--- src/rtl/tlv_ff_pkg.sv ---
// ----------------------------------------------------------------------------
// tlv_ff_pkg
// Shared types and constants of the TLV field filter.
// ----------------------------------------------------------------------------
package tlv_ff_pkg;

  localparam int unsigned CFG_IDX_W  = 8;
  localparam int unsigned CFG_DATA_W = 16;
  localparam int unsigned ID_W       = 16;
  localparam int unsigned SIZE_W     = 16;
  localparam int unsigned OFFSET_W   = 12;
  localparam int unsigned COUNT_W    = 11;

  localparam logic [CFG_IDX_W-1:0] REG_WANTED_ID = CFG_IDX_W'(0);
  localparam logic [CFG_IDX_W-1:0] REG_MATCH_ANY = CFG_IDX_W'(1);

  typedef enum logic [1:0] {
    HDR_ID_HI   = 2'd0,
    HDR_ID_LO   = 2'd1,
    HDR_SIZE_HI = 2'd2,
    HDR_SIZE_LO = 2'd3
  } hdr_pos_e;

  typedef struct packed {
    logic [ID_W-1:0] wanted_id;
    logic            match_any;
  } cfg_t;

  typedef struct packed {
    logic                field_found;
    logic [ID_W-1:0]     field_id;
    logic [SIZE_W-1:0]   field_size;
    logic [OFFSET_W-1:0] payload_offset;
    logic                package_end;
    logic                incomplete;
    logic [COUNT_W-1:0]  fields_matched;
  } res_t;

endpackage

--- src/rtl/tlv_ff_if.sv ---
// ----------------------------------------------------------------------------
// tlv_ff_if
// Valid/ready channels of the TLV field filter: byte input, result output
// and register write.
// ----------------------------------------------------------------------------
interface tlv_ff_byte_if;
  logic       valid;
  logic       ready;
  logic [7:0] data_byte;
  logic       last_byte;

  modport source (output valid, data_byte, last_byte, input ready);
  modport sink   (input valid, data_byte, last_byte, output ready);
endinterface

interface tlv_ff_result_if;
  logic                             valid;
  logic                             ready;
  logic                             field_found;
  logic [tlv_ff_pkg::ID_W-1:0]      field_id;
  logic [tlv_ff_pkg::SIZE_W-1:0]    field_size;
  logic [tlv_ff_pkg::OFFSET_W-1:0]  payload_offset;
  logic                             package_end;
  logic                             incomplete;
  logic [tlv_ff_pkg::COUNT_W-1:0]   fields_matched;

  modport source (output valid, field_found, field_id, field_size, payload_offset,
                  package_end, incomplete, fields_matched, input ready);
  modport sink   (input valid, field_found, field_id, field_size, payload_offset,
                  package_end, incomplete, fields_matched, output ready);
endinterface

interface tlv_ff_cfg_if;
  logic                              valid;
  logic                              ready;
  logic [tlv_ff_pkg::CFG_IDX_W-1:0]  index;
  logic [tlv_ff_pkg::CFG_DATA_W-1:0] data;

  modport source (output valid, index, data, input ready);
  modport sink   (input valid, index, data, output ready);
endinterface

--- src/rtl/tlv_ff_cfg_regs.sv ---
// ----------------------------------------------------------------------------
// tlv_ff_cfg_regs
// Register file of the filter: wanted id and match-any flag.
// ----------------------------------------------------------------------------
module tlv_ff_cfg_regs (
  input  logic                              clk_i,
  input  logic                              rst_ni,
  input  logic                              wr_en_i,
  input  logic [tlv_ff_pkg::CFG_IDX_W-1:0]  wr_index_i,
  input  logic [tlv_ff_pkg::CFG_DATA_W-1:0] wr_data_i,
  output tlv_ff_pkg::cfg_t                  cfg_o
);

  logic [tlv_ff_pkg::ID_W-1:0] wanted_id_q;
  logic                        match_any_q;

  always_ff @(posedge clk_i or negedge rst_ni) begin
    if (!rst_ni) begin
      wanted_id_q <= '0;
      match_any_q <= 1'b1;
    end else if (wr_en_i) begin
      case (wr_index_i)
        tlv_ff_pkg::REG_WANTED_ID: wanted_id_q <= wr_data_i[tlv_ff_pkg::ID_W-1:0];
        tlv_ff_pkg::REG_MATCH_ANY: match_any_q <= wr_data_i[0];
        default: ;
      endcase
    end
  end

  assign cfg_o.wanted_id = wanted_id_q;
  assign cfg_o.match_any = match_any_q;

endmodule

--- src/rtl/tlv_ff_parser.sv ---
// ----------------------------------------------------------------------------
// tlv_ff_parser
// Record parser state and the per-byte next-state and result logic.
// ----------------------------------------------------------------------------
module tlv_ff_parser #(
  parameter int unsigned PACKAGE_BYTES = 4096
) (
  input  logic              clk_i,
  input  logic              rst_ni,
  input  logic              step_i,
  input  logic [7:0]        data_byte_i,
  input  logic              last_byte_i,
  input  tlv_ff_pkg::cfg_t  cfg_i,
  output logic              emit_o,
  output tlv_ff_pkg::res_t  res_o
);

  localparam int unsigned PW = $clog2(PACKAGE_BYTES + 1);
  localparam int unsigned SW = (PW > tlv_ff_pkg::OFFSET_W) ? PW : tlv_ff_pkg::OFFSET_W;
  localparam int unsigned IW = tlv_ff_pkg::ID_W;
  localparam int unsigned ZW = tlv_ff_pkg::SIZE_W;
  localparam int unsigned CW = tlv_ff_pkg::COUNT_W;

  logic                 in_payload_q, in_payload_d;
  tlv_ff_pkg::hdr_pos_e hdr_pos_q, hdr_pos_d;
  logic [IW-1:0]        record_id_q, record_id_d;
  logic [ZW-1:0]        record_size_q, record_size_d;
  logic [ZW-1:0]        bytes_left_q, bytes_left_d;
  logic [PW-1:0]        byte_pos_q, byte_pos_d;
  logic [tlv_ff_pkg::OFFSET_W-1:0] payload_start_q, payload_start_d;
  logic [CW-1:0]        matched_q, matched_d;
  logic                 overrun_q, overrun_d;

  logic          full;
  logic          done;
  logic          found;
  logic [SW-1:0] pos_inc;
  logic [ZW-1:0] left_dec;

  assign full     = (byte_pos_q >= PW'(PACKAGE_BYTES));
  assign pos_inc  = SW'(byte_pos_q) + SW'(1);
  assign left_dec = bytes_left_q - ZW'(1);

  always_comb begin
    in_payload_d    = in_payload_q;
    hdr_pos_d       = hdr_pos_q;
    record_id_d     = record_id_q;
    record_size_d   = record_size_q;
    bytes_left_d    = bytes_left_q;
    byte_pos_d      = byte_pos_q;
    payload_start_d = payload_start_q;
    overrun_d       = overrun_q;
    done            = 1'b0;
    if (full) begin
      overrun_d = 1'b1;
    end else begin
      byte_pos_d = byte_pos_q + PW'(1);
      if (!in_payload_q) begin
        case (hdr_pos_q)
          tlv_ff_pkg::HDR_ID_HI: begin
            record_id_d = {data_byte_i, 8'h00};
            hdr_pos_d   = tlv_ff_pkg::HDR_ID_LO;
          end
          tlv_ff_pkg::HDR_ID_LO: begin
            record_id_d = {record_id_q[IW-1:8], data_byte_i};
            hdr_pos_d   = tlv_ff_pkg::HDR_SIZE_HI;
          end
          tlv_ff_pkg::HDR_SIZE_HI: begin
            record_size_d = {data_byte_i, 8'h00};
            hdr_pos_d     = tlv_ff_pkg::HDR_SIZE_LO;
          end
          default: begin
            record_size_d   = {record_size_q[ZW-1:8], data_byte_i};
            hdr_pos_d       = tlv_ff_pkg::HDR_ID_HI;
            payload_start_d = pos_inc[tlv_ff_pkg::OFFSET_W-1:0];
            if (record_size_d == '0) begin
              done = 1'b1;
            end else begin
              in_payload_d = 1'b1;
              bytes_left_d = record_size_d;
            end
          end
        endcase
      end else begin
        bytes_left_d = left_dec;
        if (left_dec == '0) begin
          in_payload_d = 1'b0;
          done         = 1'b1;
        end
      end
    end
  end

  assign found = done && (cfg_i.match_any || (record_id_d == cfg_i.wanted_id));

  always_comb begin
    matched_d = matched_q;
    if (found && (matched_q != '1)) begin
      matched_d = matched_q + CW'(1);
    end
  end

  assign emit_o = found || last_byte_i;

  always_comb begin
    res_o.field_found    = found;
    res_o.field_id       = found ? record_id_d : '0;
    res_o.field_size     = found ? record_size_d : '0;
    res_o.payload_offset = found ? payload_start_d : '0;
    res_o.package_end    = last_byte_i;
    res_o.incomplete     = last_byte_i &&
                           (overrun_d || in_payload_d || (hdr_pos_d != tlv_ff_pkg::HDR_ID_HI));
    res_o.fields_matched = matched_d;
  end

  always_ff @(posedge clk_i or negedge rst_ni) begin
    if (!rst_ni) begin
      in_payload_q    <= 1'b0;
      hdr_pos_q       <= tlv_ff_pkg::HDR_ID_HI;
      record_id_q     <= '0;
      record_size_q   <= '0;
      bytes_left_q    <= '0;
      byte_pos_q      <= '0;
      payload_start_q <= '0;
      matched_q       <= '0;
      overrun_q       <= 1'b0;
    end else if (step_i) begin
      record_id_q     <= record_id_d;
      record_size_q   <= record_size_d;
      bytes_left_q    <= bytes_left_d;
      payload_start_q <= payload_start_d;
      if (last_byte_i) begin
        in_payload_q <= 1'b0;
        hdr_pos_q    <= tlv_ff_pkg::HDR_ID_HI;
        byte_pos_q   <= '0;
        matched_q    <= '0;
        overrun_q    <= 1'b0;
      end else begin
        in_payload_q <= in_payload_d;
        hdr_pos_q    <= hdr_pos_d;
        byte_pos_q   <= byte_pos_d;
        matched_q    <= matched_d;
        overrun_q    <= overrun_d;
      end
    end
  end

endmodule

--- src/rtl/tlv_field_filter.sv ---
// ----------------------------------------------------------------------------
// tlv_field_filter
// Byte-serial type-length-value record parser with an id filter.
// ----------------------------------------------------------------------------
// Bytes of a package enter on in_i, one per transfer, last_byte marking the
// final one. Each record is a 4-byte header (16-bit id, 16-bit size, MSB
// first) followed by its payload. A record is reported on out_o on the byte
// that completes it, if its id equals wanted_id or match_any is set. Every
// package end gives a result too, with incomplete set when a record was cut
// or more than PACKAGE_BYTES bytes arrived. Bytes without a result produce
// no transfer on out_o.
// A byte is first registered in the input register, then parsed while its
// result is registered in the output register that drives out_o.
// Throughput is one byte per cycle unless a result meets a stalled out_o;
// the parser step is combinational header and payload logic.
// When out_o stalls, the finished result waits in the output register while
// the input register still holds one byte; bytes without a result keep
// flowing through the parser. Registers are written on cfg_i (index 0
// wanted_id, index 1 match_any, others ignored) while the block is idle;
// this binds the user, the block does not enforce it. Reset empties both
// registers and returns the parser to the first header byte, match_any set.
// ----------------------------------------------------------------------------
module tlv_field_filter #(
  parameter int unsigned PACKAGE_BYTES = 4096
) (
  input  logic          clk_i,
  input  logic          rst_ni,
  tlv_ff_byte_if.sink   in_i,
  tlv_ff_result_if.source out_o,
  tlv_ff_cfg_if.sink    cfg_i
);

  tlv_ff_pkg::cfg_t cfg;
  tlv_ff_pkg::res_t res;
  tlv_ff_pkg::res_t res_q;

  logic       in_valid_q;
  logic [7:0] in_byte_q;
  logic       in_last_q;
  logic       out_valid_q;
  logic       emit;
  logic       step;

  assign cfg_i.ready = 1'b1;

  tlv_ff_cfg_regs u_cfg_regs (
    .clk_i      (clk_i),
    .rst_ni     (rst_ni),
    .wr_en_i    (cfg_i.valid),
    .wr_index_i (cfg_i.index),
    .wr_data_i  (cfg_i.data),
    .cfg_o      (cfg)
  );

  tlv_ff_parser #(
    .PACKAGE_BYTES (PACKAGE_BYTES)
  ) u_parser (
    .clk_i       (clk_i),
    .rst_ni      (rst_ni),
    .step_i      (step),
    .data_byte_i (in_byte_q),
    .last_byte_i (in_last_q),
    .cfg_i       (cfg),
    .emit_o      (emit),
    .res_o       (res)
  );

  assign step       = in_valid_q && (!emit || !out_valid_q || out_o.ready);
  assign in_i.ready = !in_valid_q || step;

  always_ff @(posedge clk_i or negedge rst_ni) begin
    if (!rst_ni) begin
      in_valid_q <= 1'b0;
    end else if (in_i.ready) begin
      in_valid_q <= in_i.valid;
    end
  end

  always_ff @(posedge clk_i) begin
    if (in_i.ready && in_i.valid) begin
      in_byte_q <= in_i.data_byte;
      in_last_q <= in_i.last_byte;
    end
  end

  always_ff @(posedge clk_i or negedge rst_ni) begin
    if (!rst_ni) begin
      out_valid_q <= 1'b0;
    end else if (step && emit) begin
      out_valid_q <= 1'b1;
    end else if (out_o.ready) begin
      out_valid_q <= 1'b0;
    end
  end

  always_ff @(posedge clk_i) begin
    if (step && emit) begin
      res_q <= res;
    end
  end

  assign out_o.valid          = out_valid_q;
  assign out_o.field_found    = res_q.field_found;
  assign out_o.field_id       = res_q.field_id;
  assign out_o.field_size     = res_q.field_size;
  assign out_o.payload_offset = res_q.payload_offset;
  assign out_o.package_end    = res_q.package_end;
  assign out_o.incomplete     = res_q.incomplete;
  assign out_o.fields_matched = res_q.fields_matched;

endmodule

--- src/flat_wrapper.sv ---
// flat-port wrapper written by rule: the top's interface ports become plain ports
module tlv_field_filter_flat 
#(
  parameter int unsigned PACKAGE_BYTES = 4096
)
  (clk_i, rst_ni, in_i_valid, in_i_data_byte, in_i_last_byte, in_i_ready, out_o_valid, out_o_field_found, out_o_field_id, out_o_field_size, out_o_payload_offset, out_o_package_end, out_o_incomplete, out_o_fields_matched, out_o_ready, cfg_i_valid, cfg_i_index, cfg_i_data, cfg_i_ready);
  tlv_ff_byte_if in_i_i ();
  tlv_ff_result_if out_o_i ();
  tlv_ff_cfg_if cfg_i_i ();
  input  logic clk_i;
  input  logic rst_ni;
  input wire logic [$bits(in_i_i.valid)-1:0] in_i_valid;
  input wire logic [$bits(in_i_i.data_byte)-1:0] in_i_data_byte;
  input wire logic [$bits(in_i_i.last_byte)-1:0] in_i_last_byte;
  output wire logic [$bits(in_i_i.ready)-1:0] in_i_ready;
  output wire logic [$bits(out_o_i.valid)-1:0] out_o_valid;
  output wire logic [$bits(out_o_i.field_found)-1:0] out_o_field_found;
  output wire logic [$bits(out_o_i.field_id)-1:0] out_o_field_id;
  output wire logic [$bits(out_o_i.field_size)-1:0] out_o_field_size;
  output wire logic [$bits(out_o_i.payload_offset)-1:0] out_o_payload_offset;
  output wire logic [$bits(out_o_i.package_end)-1:0] out_o_package_end;
  output wire logic [$bits(out_o_i.incomplete)-1:0] out_o_incomplete;
  output wire logic [$bits(out_o_i.fields_matched)-1:0] out_o_fields_matched;
  input wire logic [$bits(out_o_i.ready)-1:0] out_o_ready;
  input wire logic [$bits(cfg_i_i.valid)-1:0] cfg_i_valid;
  input wire logic [$bits(cfg_i_i.index)-1:0] cfg_i_index;
  input wire logic [$bits(cfg_i_i.data)-1:0] cfg_i_data;
  output wire logic [$bits(cfg_i_i.ready)-1:0] cfg_i_ready;
  assign in_i_i.valid = in_i_valid;
  assign in_i_i.data_byte = in_i_data_byte;
  assign in_i_i.last_byte = in_i_last_byte;
  assign in_i_ready = in_i_i.ready;
  assign out_o_valid = out_o_i.valid;
  assign out_o_field_found = out_o_i.field_found;
  assign out_o_field_id = out_o_i.field_id;
  assign out_o_field_size = out_o_i.field_size;
  assign out_o_payload_offset = out_o_i.payload_offset;
  assign out_o_package_end = out_o_i.package_end;
  assign out_o_incomplete = out_o_i.incomplete;
  assign out_o_fields_matched = out_o_i.fields_matched;
  assign out_o_i.ready = out_o_ready;
  assign cfg_i_i.valid = cfg_i_valid;
  assign cfg_i_i.index = cfg_i_index;
  assign cfg_i_i.data = cfg_i_data;
  assign cfg_i_ready = cfg_i_i.ready;
  tlv_field_filter #(.PACKAGE_BYTES(PACKAGE_BYTES)) u_core (.clk_i(clk_i), .rst_ni(rst_ni), .in_i(in_i_i), .out_o(out_o_i), .cfg_i(cfg_i_i));
endmodule
--- config.mk ---
export PLATFORM = sky130hd
export DESIGN_NAME = tlv_field_filter_flat
export DESIGN_NICKNAME = d
export VERILOG_FILES = /design/src/rtl/tlv_ff_pkg.sv /design/src/rtl/tlv_ff_if.sv /design/src/rtl/tlv_ff_cfg_regs.sv /design/src/rtl/tlv_ff_parser.sv /design/src/rtl/tlv_field_filter.sv /design/src/flat_wrapper.sv
export SDC_FILE = /design/constraint.sdc
export NUM_CORES = 1
export LEC_CHECK = 0
export BUFFER_PORTS_ARGS = -buffer_cell sky130_fd_sc_hd__buf_2
export CORE_MARGIN = 4
export CORE_UTILIZATION = 65
export CTS_BUF_LIST = sky130_fd_sc_hd__clkbuf_8
export CTS_CLUSTER_SIZE = 25
export DETAILED_ROUTE_END_ITERATION = 6
export PLACE_DENSITY = 0.9
export SYNTH_ARGS = -nofsm -noshare
export SYNTH_HDL_FRONTEND = slang
export SYNTH_SLANG_ARGS = --single-unit
--- constraint.sdc ---
create_clock -name clk_i -period 17.3 [get_ports clk_i]
set_input_delay 1.73 -clock clk_i [delete_from_list [all_inputs] [get_ports clk_i]]
set_output_delay 1.73 -clock clk_i [all_outputs]
set_load 0.01 [all_outputs]
After elaboration in Yosys (flattened, before gate mapping)
Cells that the tools add are included.

Input bits: 38. Output and inout port bits: 61. Bits in registers: 174.

Bitwise operators: 1. Equal/unequal tests: 8. Reduce and logical (&&, ||, !) cells: 28. $lt $le $gt $ge: 1. Add/sub/neg operators: 3. Mux-type cells: 35.

Operator list (count): $mux W16 (7); $pmux W16 S2 (2); $mux W12 (3); $logic_not A16 Y1 (2); $mux W13 (2); $mux W11 (2); $eq A16 B16 Y1 (1); $sub A16 B1 Y16 const B (1); $mux W1 (15); $add A13 B1 Y13 const B (1); $ge A13 B13 Y1 const B (1); $add A11 B1 Y11 const B (1); $ne A11 B11 Y1 const B (1); $eq A8 B1 Y1 const B (1); $logic_not A8 Y1 (1); $logic_or A1 B1 Y1 (7); $logic_and A1 B1 Y1 (6); $mux W2 (3); $pmux W2 S3 (1); $reduce_and A2 Y1 (3); $ne A2 B1 Y1 const B (2); $reduce_and A4 Y1 (1); $reduce_bool A2 Y1 (2); $logic_not A1 Y1 (3); other kinds (7) (7).

Logic depth before layout (Yosys ltp)
Gate-level depths: netlist (run 1).

Depth after elaboration: 14. Mapped depth: 15.

Cells and area by module
From an unflattened synthesis (run 1), not the netlist that was laid out.

Cells, all modules: 775. Area total of the unflattened synthesis: 8398.1 um2.

By module, submodules not included: tlv_ff_parser (seq. area each 2202.1 um2, times used 1, area each 5581.6 um2, cells an instance 655); tlv_field_filter (seq. area each 2062.0 um2, times used 1, area each 2129.5 um2, cells an instance 79); tlv_ff_cfg_regs (seq. area each 426.7 um2, times used 1, area each 686.9 um2, cells an instance 41).

Worst setup path before layout (run 1)
OpenSTA, ideal clock, no wires.

Path kind: reg2reg. From: reg u_core.u_parser.bytes_left_q[0]. To: reg u_core.res_q (netlist bit u_core.out_o.field_found), enable pin. Setup slack: 11675 ps. Cell stages (with the launch flop): 13. Path buffers: 2. Arrival time: 5152 ps. Setup time: 474 ps. Data required time: 16826 ps. Path through: dfrtp_1 -> inv_1 -> ha_1 -> nor3b_2 -> nand3_2 -> or3b_4 -> a32o_1 -> o2111ai_2 -> a32oi_2 -> and2_1 -> buf_6 -> buf_2 -> nor2_1.

Word-level cells in the longest chain between the ends: 12.

RTL lines: start, declared (line tlv_ff_parser.sv:28) `logic [ZW-1:0] bytes_left_q, bytes_left_d;`; start signal, assigned (line tlv_ff_parser.sv:130) `bytes_left_q <= bytes_left_d;`; $sub A16 B1 Y16 (*) (line tlv_ff_parser.sv:42) `assign left_dec = bytes_left_q - ZW'(1);`; $logic_not A16 Y1 (*) (line tlv_ff_parser.sv:86) `if (left_dec == '0) begin`; $mux W1 (*) (line tlv_ff_parser.sv:86); $mux W1 (*) (line tlv_ff_parser.sv:58) `if (!in_payload_q) begin`; $mux W1 (*) (line tlv_ff_parser.sv:54) `if (full) begin`; $logic_and A1 B1 Y1 (*) (line tlv_ff_parser.sv:94) `assign found = done && (cfg_i.match_any || (record_id_d == cfg_i.wanted_id));`; $logic_or A1 B1 Y1 (*) (line tlv_ff_parser.sv:103) `assign emit_o = found || last_byte_i;`; $logic_not A1 Y1 (line tlv_field_filter.sv:68) `assign step = in_valid_q && (!emit || !out_valid_q || out_o.ready);`; $logic_or A1 B1 Y1 (2 in a row) (line tlv_field_filter.sv:68); $logic_and A1 B1 Y1 (line tlv_field_filter.sv:68); $logic_and A1 B1 Y1 (*) (line tlv_field_filter.sv:97) `if (step && emit) begin`; end signal, assigned (line tlv_field_filter.sv:98) `res_q <= res;`; end, declared (line tlv_field_filter.sv:35) `tlv_ff_pkg::res_t res_q;`.

Every way passes the cells marked *; elsewhere a longest branch is shown, timed or not. A chain may end at the register's enable or synchronous reset.

Final worst setup path (run 1)
From: reg u_core.u_parser.byte_pos_q[12]. To: out in_i_ready.

Word-level cells in the longest chain between the ends: 11. Elaborated cells on any way between the ends: 12.

RTL lines: start, declared (line tlv_ff_parser.sv:29) `logic [PW-1:0] byte_pos_q, byte_pos_d;`; start signal, assigned (line tlv_ff_parser.sv:141) `byte_pos_q <= byte_pos_d;`; $ge A13 B13 Y1 (*) (line tlv_ff_parser.sv:40) `assign full = (byte_pos_q >= PW'(PACKAGE_BYTES));`; $mux W16 (line tlv_ff_parser.sv:54); $eq A16 B16 Y1 (line tlv_ff_parser.sv:94); $logic_or A1 B1 Y1 (line tlv_ff_parser.sv:94); $logic_and A1 B1 Y1 (*) (line tlv_ff_parser.sv:94); $logic_or A1 B1 Y1 (*) (line tlv_ff_parser.sv:103); $logic_not A1 Y1 (*) (line tlv_field_filter.sv:68); $logic_or A1 B1 Y1 (*) (2 in a row) (line tlv_field_filter.sv:68); $logic_and A1 B1 Y1 (*) (line tlv_field_filter.sv:68); $logic_or A1 B1 Y1 (*) (line tlv_field_filter.sv:69) `assign in_i.ready = !in_valid_q || step;`; end, declared (line flat_wrapper.sv:15) `output wire logic [$bits(in_i_i.ready)-1:0] in_i_ready;`.

Marked as above.

==> impl_metrics.tcl, run 1 <==
set metrics [dict create \
    final_nets 912 \
    antenna_left 0 \
    worstSetupPathType "reg2out" \
    insertion_delay_ps 470 \
    synth_common_cells "106 x dfrtp_1, 77 x nor2_1, 67 x edfxtp_1, 53 x nand2_1, 50 x a21oi_1" \
    cp_data_required_time_ps 15570 \
    grt_first_pass_wirelength_um 35100 \
    routedWlPerCell_um 21.1 \
    io_buffer_count 97 \
    regToRegSetupSlack_ps 11590 \
    synth_seq_area_share 0.546 \
    setup_violations 0 \
    clkTransAtPathRegs_ps 90 \
    yosysTopAreaCellShare 0.309 \
    grt_pass1_vias 6890 \
    n_antenna_cell 0 \
    endpoint_kind "output port" \
    max_freq_ghz 0.147 \
    min_path_cells 1 \
    grt.total_usage 0.301 \
    worstPathMaxFanout 48 \
    hold_start "u_core.u_parser.record_id_q[7]$_DFFE_PN0P_" \
    yosysTopAreaCell "dfrtp_1" \
    multi_input_area_mm2 0.00358 \
    grt_max_degree 70 \
    min_to "u_core.u_parser.record_id_q[7]$_DFFE_PN0P_" \
    power.total_mw 1.27 \
    synth_cell_types 79 \
    fin_area_mm2 0.00949 \
    area_growth_pct 10.4 \
    syn_avg_cell_area_um2 10.8 \
    rsz0062_at_grt "false" \
    syn-instance-count 798 \
    r2r_cells 11 \
    yosysWarnings 0 \
    clock_sinks 174 \
    post_cts_buffers 0 \
    cts_inserted_buffers 17 \
    ys_ff_latch 174 \
    postCtsResizedCells 0 \
    root_buffer "clkbuf_8" \
    first_pass_iters 7 \
    hold_viol 0 \
    fin_crit_ps 6810 \
    ir_worst_vdd_mv 0.0788 \
    die_x_um 123 \
    place_congestion 0.932 \
    initial_core_util 0.673 \
    min_path_type "reg2reg" \
    rows 41 \
    antenna_found_initial 0 \
    dp.cells 1018 \
    cts_tree "built" \
    ys.flop_type "dfrtp_1" \
    timing.rr.start "u_core.u_parser.byte_pos_q[12]$_DFFE_PN0P_" \
    worstSetupStartpointType "flop" \
    outcome "finished, final reports clean" \
    die_h_um 123 \
    hold_ws_ps 499 \
    drt_iter0_markers 871 \
    layout-drive-gt1-share 0.204 \
    maxCapViolCount 0 \
    synth_most_common_cell "dfrtp_1" \
    num-fill-cells 822 \
    clockBufferDepth 2 \
    worst_slew_pin_slew_ps 1190 \
    leakage_nw 3.96 \
    via_per_inst 6.65 \
    place_area_mm2 0.00909 \
    regArea_mm2 0.00469 \
    vias 6980 \
    power_density_mw_per_mm2 134 \
    drc_errors 0 \
    slew_viol_final 0 \
    syn-num-nets 845 \
    maxSlewHeadroom 0.204 \
    worstPathArrival_ps 5080 \
    r2r-end "u_core.out_o.field_id[3]$_SDFFCE_PN0P_" \
    core_region_area_mm2 0.0128 \
    place_hpwl_um 15000 \
    overflow 0 \
    synth-edff-count 67 \
    final_cells 1050 \
    cts_hold_buffers 0 \
    netlist_area_mm2 0.00860 \
    fin_crit_sh 0.394 \
    tns_ps 0 \
    skew_ps 14.4 \
    wl_um 22200 \
    synth_area_leaders "dfrtp_1 31%, edfxtp_1 23%, mux2_2 3.5%" \
    htree_levels 4 \
    pin_count 99 \
    die_area_mm2 0.0151 \
    ys_async_sr_fraction 0.615 \
]
flip-flops by register name, summed over array words and instances, names as in the netlist, 12 cells and up:
name,cells
u_core.out_o.field_id,16
u_core.out_o.field_size,16
u_core.out_o.payload_offset,12
u_core.u_parser.payload_start_q,12
u_core.u_parser.byte_pos_q,13
u_core.u_parser.record_size_q,16
u_core.u_cfg_regs.wanted_id_q,16
u_core.u_parser.bytes_left_q,16
u_core.u_parser.record_id_q,16
cells in the final DEF, fill, tap and decap left out, types with 27 or more instances in the layout:
| cell type | instances |
|---|---|
| nand2_1 | 53 |
| o21ai_0 | 32 |
| nand3_1 | 32 |
| nor2_1 | 75 |
| xnor2_1 | 27 |
| a21oi_1 | 50 |
| mux2_2 | 27 |
| dfrtp_1 | 106 |
| buf_2 | 96 |
| edfxtp_1 | 67 |
worst max path at each step:
stage | start | to | cells past startpoint
after global routing | u_core.u_parser.byte_pos_q[12]$_DFFE_PN0P_ | in_i_ready | 10
after detailed placement | u_core.u_parser.byte_pos_q[12]$_DFFE_PN0P_ | in_i_ready | 9
after CTS | u_core.u_parser.byte_pos_q[12]$_DFFE_PN0P_ | in_i_ready | 9
after floorplan | u_core.u_parser.bytes_left_q[0]$_DFFE_PN0P_ | u_core.out_o.field_found$_DFFE_PP_ | 12
final | u_core.u_parser.byte_pos_q[12]$_DFFE_PN0P_ | in_i_ready | 10
after global placement | u_core.u_parser.byte_pos_q[12]$_DFFE_PN0P_ | in_i_ready | 9
stage by stage:
step           setup slack, ps   util
2_1_floorplan            11670      -
3_3_place_gp             11370  0.712
3_5_place_dp             11110  0.712
4_1_cts                  10590  0.743
5_1_grt                  10180  0.743
6_report                 10490  0.743
worst max-delay path: stages (launching register included):
cell and delay (ps):
dfrtp_1 750, nor3b_2 1070, nand2_1 250, a21boi_0 240
o2111a_1 230, nand4_1 160, o21ai_2 480, nand2_2 680
a21oi_1 490, nand2_1 80, buf_2 140
cell type report:
cell class,instances,share of cell area
Tap cell,172,0.0227
Multi-Input combinational cell,549,0.377
Clock inverter,14,0.0158
Inverter,20,0.00791
Timing Repair Buffer,103,0.0562
Sequential cell,174,0.494
Clock buffer,18,0.0261
routing by layer:
layer | wire length, µm | track usage | vias to the layer above | part of all wire
li1 | - | - | 3078 | -
met1 | 8170 | 0.377 | 3368 | 0.37
met2 | 11300 | 0.513 | 462 | 0.51
met3 | 2020 | 0.0645 | 72 | 0.091
met4 | 674 | 0.121 | 0 | 0.030
met5 | 0 | 0 | - | 0
report_power, final:
group / switching [mW] / total, mW / internal (mW)
registers: 0.0721 / 0.574 / 0.501
clock network: 0.143 / 0.286 / 0.144
logic: 0.251 / 0.409 / 0.158
kinds of logic after synthesis:
kind of cell | synth area share
DFF | 0.546
buffers and inverters | 0.0400
AOI/OAI and AO/OA | 0.173
other | 0.000436
adders and majority gates | 0.0131
and+or+nand+nor | 0.155
muxes | 0.0400
xor gates and xnor gates | 0.0326
(Power assumes the default switching activity.)
==> run 2, diff against run 1 <==
Settings changed: CORE_UTILIZATION 65 to 55, PLACE_DENSITY 0.9 to 0.82.
Clock period 17.3 ns to 6.2 ns, I/O delays scaled along.
==> run 2 against run 1 <==
Sequential power rose to 2.8 times the previous value. Register-to-register slack worse by 10000 ps. Critical endpoint unchanged. Final cell count grew 4.1%. First-iteration DRC count is 11% lower. Worst hold slack lost 310 ps. Utilization fell by 12 points. Clock-buffer cell count shrank 1. Via count fell by 3.8%. Largest cell class unchanged. Final area up 0.54%.
==> impl_metrics.tcl, run 2 (same netlist as run 1, synthesis figures left out) <==
set metrics [dict create \
    antenna_left 0 \
    regToRegSetupSlack_ps 1400 \
    r2r_cells 10 \
    fin_crit_ps 5000 \
    die_x_um 133 \
    routedWlPerCell_um 18.2 \
    power_density_mw_per_mm2 364 \
    max_freq_ghz 0.200 \
    clockBufferDepth 2 \
    initial_core_util 0.563 \
    worstPathArrival_ps 4380 \
    core_region_area_mm2 0.0153 \
    io_buffer_count 97 \
    rows 45 \
    die_area_mm2 0.0177 \
    grt_first_pass_wirelength_um 31700 \
    slew_viol_final 0 \
    area_growth_pct 11.0 \
    worstSetupStartpointType "flop" \
    antenna_found_initial 0 \
    pin_count 99 \
    maxCapViolCount 0 \
    num-fill-cells 1190 \
    grt.total_usage 0.224 \
    min_path_type "in2async" \
    r2r-end "u_core.out_o.field_size[8]$_SDFFCE_PN0P_" \
    leakage_nw 3.96 \
    die_h_um 133 \
    setup_violations 0 \
    drc_errors 0 \
    place_hpwl_um 14000 \
    layout_commonest_cell "dfrtp_1" \
    drt_iter0_markers 777 \
    layout-drive-gt1-share 0.212 \
    postCtsResizedCells 0 \
    grt_pass1_vias 6190 \
    cts_hold_buffers 0 \
    maxSlewHeadroom 0.203 \
    root_buffer "clkbuf_8" \
    rsz0062_at_grt "false" \
    hold_viol 0 \
    final_nets 916 \
    htree_levels 4 \
    grt_max_degree 59 \
    post_cts_buffers 0 \
    overflow 0 \
    worstSetupPathType "reg2out" \
    n_antenna_cell 0 \
    wl_um 19900 \
    outcome "finished, final reports clean" \
    clock_sinks 174 \
    worst_slew_pin_slew_ps 1190 \
    via_per_inst 6.15 \
    final_core_util 0.625 \
    timing.rr.start "u_core.u_parser.byte_pos_q[12]$_DFFE_PN0P_" \
    ir_worst_vdd_mv 0.192 \
    skew_ps 12.9 \
    cts_tree "built" \
    vias 6717 \
    cp_data_required_time_ps 5580 \
    place_congestion 0.998 \
    tns_ps 0 \
    endpoint_kind "output port" \
    insertion_delay_ps 470 \
    fin_crit_sh 0.807 \
    first_pass_iters 5 \
    layout_common_cells "106 x dfrtp_1, 96 x buf_2, 76 x nor2_1" \
    worstPathMaxFanout 29 \
    cts_inserted_buffers 17 \
    clkTransAtPathRegs_ps 90 \
]
-- run 2: changes by cell type in the layout (fill, tap and decap cells not counted) --
cell,change
clkinv_4,+2
inv_8,+3
bufinv_16,-2
clkinvlp_4,-1
nor2_2,-1
clkinv_1,-2
buf_4,+4
clkinv_2,+3
inv_6,+1
inv_1,-3
nor2_1,+1
clkbuf_8,-1
-- run 2: power breakdown --
group / total, mW / switching [mW] / internal (mW) / leakage [nW]
logic: 1.13 / 0.687 / 0.444 / 1.69
clock network: 0.755 / 0.430 / 0.325 / 0.193
registers: 1.59 / 0.188 / 1.40 / 2.08
total: 3.47 / 1.31 / 2.17 / 3.96
-- run 2: routing by layer --
metal  global-route usage  share of wire  vias up
met5                    0              0        -
met4               0.0855          0.029        0
met2                0.351           0.48      306
met3               0.0483          0.071       57
met1                0.306           0.42     3250
li1                     -              -     3104
-- run 2: worst max-delay path, stage by stage, from the launching register on --
cell and delay (ps):
dfrtp_1 760, nor3b_2 1110, a22oi_1 300, xnor2_1 190, or3_1 440, o21ai_2 470, nand2_2 120, a21oi_1 290
nand2_1 80, buf_2 140
-- run 2: worst max-delay path by stage --
stage	startpoint	to	slack, ps	cells past startpoint
floorplan	u_core.u_parser.bytes_left_q[0]$_DFFE_PN0P_	u_core.out_o.field_found$_DFFE_PP_	570	12
global placement	u_core.u_parser.byte_pos_q[12]$_DFFE_PN0P_	u_core.out_o.field_id[11]$_SDFFCE_PN0P_	1730	10
detailed placement	u_core.u_parser.byte_pos_q[12]$_DFFE_PN0P_	u_core.out_o.field_size[0]$_SDFFCE_PN0P_	1550	10
CTS	u_core.u_parser.byte_pos_q[12]$_DFFE_PN0P_	in_i_ready	1280	9
global route	u_core.u_parser.byte_pos_q[12]$_DFFE_PN0P_	in_i_ready	910	10
finish	u_core.u_parser.byte_pos_q[12]$_DFFE_PN0P_	in_i_ready	1200	9
-- run 2: metrics by stage --
stage | setup WS [ps] | total power [mW] | area (µm²) | instances | hold WS, ps
finish | 1200 | 3.47 | 9540 | 1093 | 190
global route | 908 | 3.67 | 9540 | 1093 | 251
CTS | 1280 | 3.46 | 9540 | 1093 | 219
detailed placement | 1550 | 2.71 | 9170 | 1061 | 478
global placement | 1730 | 2.68 | 9170 | 1061 | 465
floorplan | 575 | 2.43 | 8600 | 798 | 324
-- run 2: layout make-up --
class                           count  area (µm²)  area share
Clock buffer                       17         234      0.0245
Tap cell                          211         264      0.0277
Inverter                           20        75.1     0.00787
Multi-Input combinational cell    549        3570       0.375
Sequential cell                   174        4690       0.492
Clock inverter                     15         139      0.0146
Timing Repair Buffer              107         563      0.0590
